==> src/rtl/longest_palindrome_finder_defines.svh <==
// Assertion macros for the longest palindrome finder.
// Expects a clock named clk and an active-low reset named arst_n in scope.
`ifndef LONGEST_PALINDROME_FINDER_DEFINES_SVH
`define LONGEST_PALINDROME_FINDER_DEFINES_SVH

// Antecedent holds in a cycle, consequent holds in the same cycle.
`define LPF_ASSERT_SAME(lbl, ante, cons, msg) \
	lbl: assert property (@(posedge clk) disable iff (!arst_n) (ante) |-> (cons)) \
		else $error(msg);

// Antecedent holds in a cycle, consequent holds in the next cycle.
`define LPF_ASSERT_NEXT(lbl, ante, cons, msg) \
	lbl: assert property (@(posedge clk) disable iff (!arst_n) (ante) |=> (cons)) \
		else $error(msg);

`endif

==> src/rtl/lpf_pkg.sv <==
// Shared types, constants and the helper function of the longest palindrome finder.
// No dependencies.
`timescale 1ns / 1ps

package lpf_pkg;

	// Width of one chunk of the final first-hit search, and its index width.
	localparam int SCAN_W  = 8;
	localparam int SCAN_IW = 3;

	// One input item: a string byte and the end-of-string flag.
	typedef struct packed {
		logic [7:0] ch;
		logic       last;
	} item_t;

	// One result item: slice bounds of the longest palindrome.
	typedef struct packed {
		logic [5:0] start_res;
		logic [6:0] length;
		logic       too_long;
	} result_t;

	// Control broadcast from the sequencer to every cell.
	typedef struct packed {
		logic wr;   // a byte is being stored
		logic run;  // one diagonal step
		logic clr;  // return the cells to their idle values
	} cell_ctl_t;

	// Index of the lowest set bit of an 8-bit chunk (zero when none is set).
	function automatic logic [SCAN_IW-1:0] first_one8(input logic [SCAN_W-1:0] v);
		logic [SCAN_IW-1:0] r;
		r = '0;
		for (int i = SCAN_W - 1; i >= 0; i--) begin
			if (v[i]) begin
				r = SCAN_IW'(i);
			end
		end
		return r;
	endfunction

endpackage

==> src/rtl/lpf_cell.sv <==
// One cell of the palindrome chain: a stored byte, a shifting partner byte
// and the palindrome bits of the two previous diagonals. Uses lpf_pkg.
`timescale 1ns / 1ps

module lpf_cell #(
	parameter int IDX   = 0,
	parameter int CNT_W = 7
) (
	input  logic                clk,
	input  logic                arst_n,
	input  lpf_pkg::cell_ctl_t  ctl,
	input  logic [CNT_W-1:0]    count,
	input  logic [7:0]          ch,
	input  logic [7:0]          sh_in,
	input  logic                vld_in,
	input  logic                prev2_in,
	output logic [7:0]          sh_out,
	output logic                vld_out,
	output logic                prev2_out,
	output logic                cur
);
	import lpf_pkg::*;

	logic [7:0] char_q;
	logic [7:0] sh_q;
	logic       vld_q;
	logic       prev_q;
	logic       prev2_q;
	logic       wr_char;
	logic       wr_sh;

	// This cell stores byte IDX; its partner register first takes byte IDX+1.
	assign wr_char = ctl.wr && (count == CNT_W'(IDX));
	assign wr_sh   = ctl.wr && (count == CNT_W'(IDX + 1));

	// Byte storage; the partner byte moves down the chain one cell per diagonal.
	always_ff @(posedge clk) begin
		if (wr_char) begin
			char_q <= ch;
		end
		if (wr_sh) begin
			sh_q <= ch;
		end else if (ctl.run) begin
			sh_q <= sh_in;
		end
	end

	// The valid mark follows the partner byte, so it says whether IDX + d < n.
	always_ff @(posedge clk or negedge arst_n) begin
		if (!arst_n) begin
			vld_q   <= 1'b0;
			prev_q  <= 1'b1;
			prev2_q <= 1'b1;
		end else if (ctl.clr) begin
			vld_q   <= 1'b0;
			prev_q  <= 1'b1;
			prev2_q <= 1'b1;
		end else begin
			if (wr_sh) begin
				vld_q <= 1'b1;
			end else if (ctl.run) begin
				vld_q <= vld_in;
			end
			if (ctl.run) begin
				prev_q  <= cur;
				prev2_q <= prev_q;
			end
		end
	end

	// Span is a palindrome when its ends match and its inner span is one.
	assign cur       = vld_q && (char_q == sh_q) && prev2_in;
	assign sh_out    = sh_q;
	assign vld_out   = vld_q;
	assign prev2_out = prev2_q;

endmodule

==> src/rtl/longest_palindrome_finder.sv <==
// Top level of the longest palindrome finder: sequencer, cell chain and
// first-hit search. Uses lpf_pkg, lpf_cell and longest_palindrome_finder_defines.svh.
`timescale 1ns / 1ps
`include "longest_palindrome_finder_defines.svh"

// Usage:
// A string is loaded one byte per item: an item is taken at a clock edge with
// start high and busy low. The item whose last flag is set ends the string.
// Bytes beyond MAX_LEN are dropped and too_long is set in the result.
// After the final byte, the cell chain steps one diagonal per cycle, up to
// diagonal n - 1 for n stored bytes, then the search for the earliest start
// on the longest diagonal scans eight positions per cycle. The result appears
// on result with done high for exactly one cycle.
// busy is high from the final byte until the result, and low again in the
// cycle that shows it, so the next string can start at once.
// The receiver cannot stall: the result is shown for one cycle only.
// Reset clears the byte count, the overflow flag and the cell state;
// the stored bytes themselves are not cleared.
module longest_palindrome_finder #(
	parameter int MAX_LEN = 64
) (
	input  logic              clk,
	input  logic              arst_n,
	input  logic              start,
	input  lpf_pkg::item_t    item,
	output logic              busy,
	output logic              done,
	output lpf_pkg::result_t  result
);
	import lpf_pkg::*;

	localparam int CNT_W  = $clog2(MAX_LEN + 1);
	localparam int NCH    = (MAX_LEN + SCAN_W - 1) / SCAN_W;
	localparam int PAD_W  = NCH * SCAN_W;
	localparam int BASE_W = $clog2(PAD_W);

	typedef enum logic [1:0] {
		ST_LOAD,
		ST_RUN,
		ST_SCAN
	} state_t;

	state_t              state_q;
	logic [CNT_W-1:0]    count_q;
	logic [CNT_W-1:0]    d_q;
	logic [CNT_W-1:0]    snap_d_q;
	logic [CNT_W-1:0]    len_w;
	logic [PAD_W-1:0]    snap_q;
	logic [BASE_W-1:0]   base_q;
	logic [BASE_W-1:0]   hit_idx;
	logic                found_q;
	logic                overflow_q;
	logic                done_q;
	result_t             result_q;
	cell_ctl_t           ctl;
	logic                accept;
	logic                emit;
	logic                chunk_hit;
	logic [MAX_LEN-1:0]  cur_w;
	logic [7:0]          sh_w    [MAX_LEN+1];
	logic                vld_w   [MAX_LEN+1];
	logic                prev2_w [MAX_LEN+1];

	// Handshake and cell control.
	assign busy      = (state_q != ST_LOAD);
	assign accept    = start && !busy;
	assign chunk_hit = |snap_q[SCAN_W-1:0];
	assign emit      = (state_q == ST_SCAN) && (!found_q || chunk_hit);
	assign ctl.wr    = accept && (count_q < CNT_W'(MAX_LEN));
	assign ctl.run   = (state_q == ST_RUN);
	assign ctl.clr   = emit;

	// Result fields from the last diagonal that held a palindrome.
	assign hit_idx = base_q + BASE_W'(first_one8(snap_q[SCAN_W-1:0]));
	assign len_w   = snap_d_q + CNT_W'(1);

	// Far end of the chain feeds empty bytes and true inner bits.
	assign sh_w[MAX_LEN]    = '0;
	assign vld_w[MAX_LEN]   = 1'b0;
	assign prev2_w[MAX_LEN] = 1'b1;

	// The cell chain, one cell per string position.
	for (genvar j = 0; j < MAX_LEN; j++) begin : g_cell
		lpf_cell #(
			.IDX   (j),
			.CNT_W (CNT_W)
		) u_cell (
			.clk       (clk),
			.arst_n    (arst_n),
			.ctl       (ctl),
			.count     (count_q),
			.ch        (item.ch),
			.sh_in     (sh_w[j+1]),
			.vld_in    (vld_w[j+1]),
			.prev2_in  (prev2_w[j+1]),
			.sh_out    (sh_w[j]),
			.vld_out   (vld_w[j]),
			.prev2_out (prev2_w[j]),
			.cur       (cur_w[j])
		);
	end

	// Sequencer: load, diagonal steps, first-hit search, result.
	always_ff @(posedge clk or negedge arst_n) begin
		if (!arst_n) begin
			state_q    <= ST_LOAD;
			count_q    <= '0;
			d_q        <= '0;
			snap_d_q   <= '0;
			snap_q     <= '0;
			base_q     <= '0;
			found_q    <= 1'b0;
			overflow_q <= 1'b0;
			done_q     <= 1'b0;
			result_q   <= '0;
		end else begin
			done_q <= 1'b0;
			unique case (state_q)
				ST_LOAD: begin
					if (accept) begin
						if (ctl.wr) begin
							count_q <= count_q + CNT_W'(1);
						end else begin
							overflow_q <= 1'b1;
						end
						if (item.last) begin
							d_q <= CNT_W'(1);
							// A single byte has no diagonals to step.
							state_q <= (count_q == '0) ? ST_SCAN : ST_RUN;
						end
					end
				end
				ST_RUN: begin
					if (|cur_w) begin
						snap_q   <= PAD_W'(cur_w);
						snap_d_q <= d_q;
						found_q  <= 1'b1;
					end
					d_q <= d_q + CNT_W'(1);
					if (d_q + CNT_W'(1) == count_q) begin
						state_q <= ST_SCAN;
					end
				end
				ST_SCAN: begin
					if (emit) begin
						done_q <= 1'b1;
						if (found_q) begin
							result_q.start_res <= 6'(hit_idx);
							result_q.length    <= 7'(len_w);
						end else begin
							result_q.start_res <= '0;
							result_q.length    <= 7'd1;
						end
						result_q.too_long <= overflow_q;
						count_q    <= '0;
						base_q     <= '0;
						found_q    <= 1'b0;
						overflow_q <= 1'b0;
						state_q    <= ST_LOAD;
					end else begin
						snap_q <= snap_q >> SCAN_W;
						base_q <= base_q + BASE_W'(SCAN_W);
					end
				end
				default: begin
					state_q <= ST_LOAD;
				end
			endcase
		end
	end

	assign done   = done_q;
	assign result = result_q;

	// Checks on the sequencer.
	`LPF_ASSERT_NEXT(a_last_sets_busy, accept && item.last, busy, "final byte did not start the run")
	`LPF_ASSERT_SAME(a_ready_with_result, done, !busy, "block still busy while showing a result")
	`LPF_ASSERT_NEXT(a_single_strobe, done, !done, "result strobe held for two cycles")
	`LPF_ASSERT_SAME(a_diag_in_range, state_q == ST_RUN, d_q < count_q, "diagonal beyond string")

endmodule

==> config.mk <==
export PLATFORM = sky130hd
export DESIGN_NAME = longest_palindrome_finder
export DESIGN_NICKNAME = d
export VERILOG_FILES = /design/src/rtl/lpf_pkg.sv /design/src/rtl/lpf_cell.sv /design/src/rtl/longest_palindrome_finder.sv
export VERILOG_INCLUDE_DIRS = /design/src /design/src/rtl
export SDC_FILE = /design/constraint.sdc
export NUM_CORES = 2
export LEC_CHECK = 0
export ABC_CLOCK_PERIOD_IN_PS = 5400
export BUFFER_PORTS_ARGS = -buffer_cell sky130_fd_sc_hd__buf_2
export CORE_AREA = 5 5 442 444
export DETAILED_ROUTE_END_ITERATION = 12
export DIE_AREA = 0 0 447 449
export SYNTH_ARGS = -nofsm -noshare
export SYNTH_HDL_FRONTEND = slang
export SYNTH_SLANG_ARGS = --single-unit
==> constraint.sdc <==
create_clock -name clk -period 5.4 [get_ports clk]
set_input_delay 0.81 -clock clk [delete_from_list [all_inputs] [get_ports clk]]
set_output_delay 0.81 -clock clk [all_outputs]
set_load 0.05 [all_outputs]
# Word-level counts from Yosys, hierarchy flattened
# Index checks and enable logic that the tools add are counted.
[classes]
bitwise = 0
n_reduce_logical = 343
muxes = 606
mul = 0
div_mod_pow = 0
n_addsub = 5
shift = 0
eq_ne = 139
magnitude_cmp = 1
[ops]
columns = ["operator", "n"]
rows = [
  ["two-way mux 8 bit", 128],
  ["equality test 8 bit", 64],
  ["two-way mux 1 bit", 450],
  ["equality test 7 x 6 -> 1 bit (second input constant)", 32],
  ["logical AND 1 bit", 195],
  ["nonzero test 3 bit", 64],
  ["nonzero test 2 bit", 69],
  ["two-way mux 64 bit", 2],
  ["case mux 64 bit (2 select lines)", 1],
  ["equality test 7 x 5 -> 1 bit (second input constant)", 16],
  ["OR reduction 64 bit", 1],
  ["equality test 7 x 4 -> 1 bit (second input constant)", 8],
  ["two-way mux 7 bit", 5],
  ["equality test 7 x 3 -> 1 bit (second input constant)", 4],
  ["case mux 7 bit (2 select lines)", 2],
  ["two-way mux 3 bit", 8],
  ["adder 7 x 1 -> 7 bit (second input constant)", 3],
  ["equality test 7 x 2 -> 1 bit (second input constant)", 2],
  ["two-way mux 13 bit", 1],
  ["AND reduction 4 bit", 3],
  ["two-way mux 2 bit", 5],
  ["!= test 2 bit (second input constant)", 5],
  ["AND reduction 3 bit", 3],
  ["OR reduction 8 bit", 1],
  ["17 further kinds", 22],
]
[word_totals]
romBits = 0
out_inout_bits = 16
mem_bits_rw = 0
latch_bits = 0
ff_bits = 1324
mem_count = 0

# Depth between registers and ports, before layout
[logic_depth]
word_depth = 10
ltp_mapped = 11
depth_no_buf = 9

# By module
# From an unflattened synthesis, not the netlist that was laid out.
[hier_totals]
cells_unflattened = 3758
area_unflattened_um2 = 59542.1
[by_module_without_submodules]
columns = ["mod", "area_per_inst_um2", "cells_per_inst", "n_inst"]
rows = [
  ["lpf_cell at g_cell[18].u_cell ...", 835.8, 51, 9],
  ["longest_palindrome_finder", 5619.1, 498, 1],
  ["lpf_cell at g_cell[22].u_cell ...", 833.3, 50, 6],
  ["lpf_cell at g_cell[2].u_cell ...", 833.3, 51, 5],
  ["lpf_cell at g_cell[10].u_cell ...", 830.8, 50, 5],
  ["lpf_cell at g_cell[21].u_cell ...", 840.8, 50, 4],
  ["lpf_cell at g_cell[3].u_cell ...", 837.1, 51, 3],
  ["lpf_cell at g_cell[11].u_cell ...", 834.6, 51, 3],
  ["lpf_cell at g_cell[5].u_cell ...", 885.8, 51, 2],
  ["lpf_cell at g_cell[29].u_cell ...", 878.3, 51, 2],
  ["lpf_cell at g_cell[53].u_cell ...", 847.1, 51, 2],
  ["lpf_cell at g_cell[23].u_cell ...", 843.3, 51, 2],
  ["lpf_cell at g_cell[51].u_cell ...", 840.8, 52, 2],
  ["lpf_cell at g_cell[19].u_cell ...", 839.6, 52, 2],
  ["+14 rows", "n/a", "n/a", "n/a"],
]

# Worst setup path before layout
# OpenSTA, ideal clock, no wires.
[synth_timing]
kind = "register to register"
from = "reg state_q[0]"
to = "reg g_cell[60].u_cell.sh_q[0] (data pin)"
setup_time_ps = 260
synth_period_minus_slack_ps = 3162
arrival_time_ps = 2903
path_stages_with_launch = 10
slack_ps = 2238
required_time_ps = 5140
cell_sequence = "dfrtp_1 inv_1 ha_1 inv_1 nor3b_1 clkbuf_1 and2_0 nand2_1 nor2_1 mux2_2"
[synth_between]
elab_chain_cells = 6
[synth_rtl]
columns = ["element", "line_no", "source"]
rows = [
  ["from (decl)", "longest_palindrome_finder.sv:43", "state_t state_q;"],
  ["from (signal assigned)", "longest_palindrome_finder.sv:129", "state_q <= (count_q == '0) ? ST_SCAN : ST_RUN;"],
  ["nonzero test 2 bit", "longest_palindrome_finder.sv:65", "assign busy = (state_q != ST_LOAD);"],
  ["net busy", "longest_palindrome_finder.sv:26", "output logic busy,"],
  ["zero test 1 bit", "longest_palindrome_finder.sv:66", "assign accept = start && !busy;"],
  ["logical AND 1 bit", "longest_palindrome_finder.sv:66", ""],
  ["logical AND 1 bit", "longest_palindrome_finder.sv:69", "assign ctl.wr = accept && (count_q < CNT_W'(MAX_LEN));"],
  ["logical AND 1 bit", "lpf_cell.sv:34", "assign wr_sh = ctl.wr && (count == CNT_W'(IDX + 1));"],
  ["net g_cell[60].u_cell.wr_sh", "lpf_cell.sv:30", "logic wr_sh;"],
  ["two-way mux 8 bit", "lpf_cell.sv:41", "if (wr_sh) begin"],
  ["to (signal assigned)", "lpf_cell.sv:42", "sh_q <= ch;"],
  ["to (signal assigned)", "lpf_cell.sv:44", "sh_q <= sh_in;"],
  ["to (decl)", "lpf_cell.sv:25", "logic [7:0] sh_q;"],
]
# The timed path passes the listed nets, and every way through them passes these cells.
# A chain may end at the register's enable or synchronous reset.

# Final worst setup path
[layout_timing]
from = "reg state_q[1]"
to = "reg g_cell[20].u_cell.sh_q[1], enable pin"
[layout_between]
elab_chain_cells = 6
elab_cells_between_ends = 7
cone_classes = "eq/ne: 1; reduce/logical: 6"
[layout_rtl]
columns = ["element", "line_no"]
rows = [
  ["nonzero test 2 bit", "longest_palindrome_finder.sv:65"],
  ["zero test 1 bit", "longest_palindrome_finder.sv:66"],
  ["logical AND 1 bit", "longest_palindrome_finder.sv:66"],
  ["logical AND 1 bit", "longest_palindrome_finder.sv:69"],
  ["logical AND 1 bit", "lpf_cell.sv:34"],
  ["nonzero test 2 bit (no line) *", "n/a"],
  ["to (signal assigned)", "lpf_cell.sv:42"],
  ["to (signal assigned)", "lpf_cell.sv:44"],
  ["to (decl)", "lpf_cell.sv:25"],
]
# Mark *: on every way between the ends. The rest lies on a longest branch, timed or not.

==> results.cfg <==
[routing]
routed-via-count = 31200
post_drt_wl_per_cell_um = 20.2
vias_per_cell = 4.70
drtAntennaViolNets = 0
first_pass_iters = 6
wirelength_um = 134000
route.detailed.drc = 0
dr.first_iter.drc_count = 2502

[die]
rows = 161
die-area_um2 = 201000
coreArea_um2 = 191000
die_height_um = 449
num_io_pins = 28
start_util = 0.298
die_width_um = 447

[sta]
hold_viol_final = 0
final.setup.tns_ps = 0
period_share = 0.743
fmax_mhz = 249
fin_crit_ps = 4010
worst_pin_slew_ps = 1230
setup_viol = 0
slew_headroom = 0.183
fin_skew_ps = 27.2
rsz0062_at_grt = false
slew_viol_final = 0

[synth]
synth-async-reset-ratio = 0.225
synth_most_common_cell = edfxtp_1
synth.top_cell.area_share = 0.539
netlist_top_cells_area = edfxtp_1 54%, mux2_2 11%, dfrtp_1 7.5%, dfstp_2 5.8%, xor2_1 4.8%
ys_top_cells_by_count = 1024 x edfxtp_1, 566 x mux2_2, 310 x xor2_1
yosysWarnings = 0
synthCells = 3867
synth_flop_cell = edfxtp_1
netlist.top_cell.by_area = edfxtp_1
ys_ff_latch = 1321
synth_edf_count = 1024
yosysSeqAreaShare = 0.673
synthDistinctLibCells = 56
syn_area_um2 = 57000
post_synth.cell_area_avg_um2 = 14.7

[pwr]
p_total_w = 0.0323
pwr-share-seq = 0.492
internal-power_w = 0.0228
combPwrFrac = 0.210
clock_power_share = 0.297
power.leakage_nw = 23.1
max-vdd-ir-drop_mv = 0.469
p_sw_w = 0.00952
power_density_nw_per_um2 = 495
switching_share = 0.295

[global_route]
antenna_found_initial = 12
grt_max_degree = 111
grt_overflow_total = 0
first_global_vias = 31700
grt_pass1_wl_um = 204000
grt_use_total = 0.132

[run_status]
status = finished clean

[clock_tree]
hold_buffers = 0
insertion_delay_ps = 770
cts_tree = done
cts_sinks = 1321
htreeDepth = 4
cts_buffer_depth = 3
post_cts_buffers = 0
cts_root_buf = clkbuf_16
numCtsBuffers = 144
cts_resized = 0
path_clk_slew_ps = 60

[worst_setup_path]
path_common_cell = inv_1
cp_max_fo = 13
crit_path_start_kind = flop
cp_data_required_time_ps = 5770
crit_path_max_incr_delay_ps = 1070
crit_chain = inv_1 -> ha_1 -> inv_1 -> nor3b_1 -> buf_4 -> and2_0 -> nand2_1 -> o21ai_0
cp.arrival_ps = 4380
cp-end-kind = flop
cp.buffers_inverters = 3
cp_slowest_cell = o21ai_0
path_class = reg2reg
cp_top_family = compound AO/OA/AOI/OAI gates

[run]
drv_cap = 0

[cells_and_area]
instances_no_fill = 6634
fin_nets = 4005
drive_above_1_share = 0.259
syn2layout_area_growth_pct = 14.5

[placed_design]
dp_cells = 6362
io_buffers = 27
dp_hpwl_um = 84800
place_congestion = 0.797

[min_path]
hold_class = in2async
==> layer usage <==
| metal | share of wire | global-route usage | vias up |
|---|---|---|---|
| li1 | - | - | 14400 |
| met1 | 0.45 | 0.181 | 15900 |
| met2 | 0.47 | 0.211 | 740 |
| met3 | 0.055 | 0.0245 | 196 |
| met4 | 0.025 | 0.0404 | 4 |
| met5 | 0.00020 | 0 | - |
==> registers in the layout (all words and copies together) (netlist names), 3 cells and up <==
name	flops
snap_d_q	7
result	14
g_cell.u_cell.char_q	512
g_cell.u_cell.sh_out	512
base_q	3
snap_q	64
g_cell.u_cell.prev2_out	63
d_q	7
count_q	7
g_cell.u_cell.vld_out	64
g_cell.u_cell.prev_q	63
==> power groups by stage <==
| stage | Clock, W | Sequential (W) | Combinational (W) |
|---|---|---|---|
| after floorplan | 0 | 0.0154 | 0.00516 |
| after global placement | 0 | 0.0161 | 0.00667 |
| after detailed placement | 0 | 0.0161 | 0.00680 |
| after CTS | 0.00985 | 0.0159 | 0.00687 |
| after global routing | 0.0103 | 0.0161 | 0.00750 |
| final | 0.00960 | 0.0159 | 0.00680 |
==> path summary, 6_finish.rpt <==
kind	to	from	slack [ps]	cells past startpoint
worst min-delay path	done$_DFF_PN0_	arst_n	60	1
min in group clk	result[9]$_DFFE_PN0P_	result[9]$_DFFE_PN0P_	470	2
worst min register to register	result[9]$_DFFE_PN0P_	result[9]$_DFFE_PN0P_	470	2
worst max register to register	g_cell[20].u_cell.sh_out[1]$_DFFE_PP_	state_q[1]$_DFFE_PN0P_	1390	8
max in group asynchronous	result[13]$_DFFE_PN0P_	arst_n	4130	2
worst max-delay path	g_cell[20].u_cell.sh_out[1]$_DFFE_PP_	state_q[1]$_DFFE_PN0P_	1390	8
==> through the flow <==
stage	util	hold slack [ps]	area, um^2	setup slack (ps)
floorplan	-	458	57000	2240
global placement	0.317	452	60600	1430
detailed placement	0.317	466	60600	1460
CTS	0.341	51.8	65300	1410
global route	0.341	94.9	65300	1150
finish	0.341	57.4	65300	1390
==> layout by cell type, fill, tap and decap left out, types with 12 or more instances in the layout <==
| cell type | instances |
|---|---|
| clkinv_2 | 22 |
| edfxtp_1 | 1024 |
| nor3_1 | 76 |
| nand4_1 | 30 |
| nor2_1 | 124 |
| and3_1 | 48 |
| clkbuf_8 | 17 |
| nor2b_1 | 16 |
| clkinv_1 | 12 |
| dfstp_2 | 126 |
| dfrtp_1 | 171 |
| buf_2 | 18 |
| inv_1 | 36 |
| clkbuf_1 | 50 |
| xnor2_1 | 208 |
| xor2_1 | 310 |
| nand3_1 | 99 |
| o21ai_0 | 160 |
| and2_1 | 53 |
| a211oi_1 | 50 |
| mux2_2 | 566 |
| clkbuf_16 | 147 |
| nor4_1 | 49 |
| nand2_1 | 302 |
| a21oi_1 | 31 |
| mux2_1 | 16 |
| buf_4 | 123 |
| mux2i_1 | 91 |
==> area by class of cell <==
type | instances | area, um^2
clock buffers | 214 | 4100
inverters | 39 | 150
fillers | 18300 | 126000
flip-flops and latches | 1321 | 38300
multi-input cells | 2329 | 17900
diodes | 3 | 7.51
well taps | 2526 | 3160
repair buffers | 147 | 1130
clock inverters | 55 | 526
==> logic make-up after synthesis <==
| family | share of synthesized area |
|---|---|
| buf+inv | 0.0157 |
| fa+ha+maj | 0.00241 |
| xor+xnor | 0.0796 |
| compound gates | 0.0282 |
| simple gates | 0.0705 |
| mux | 0.131 |
| other cells | 0.0000658 |
| flops | 0.673 |
(Power assumes the default switching activity.)
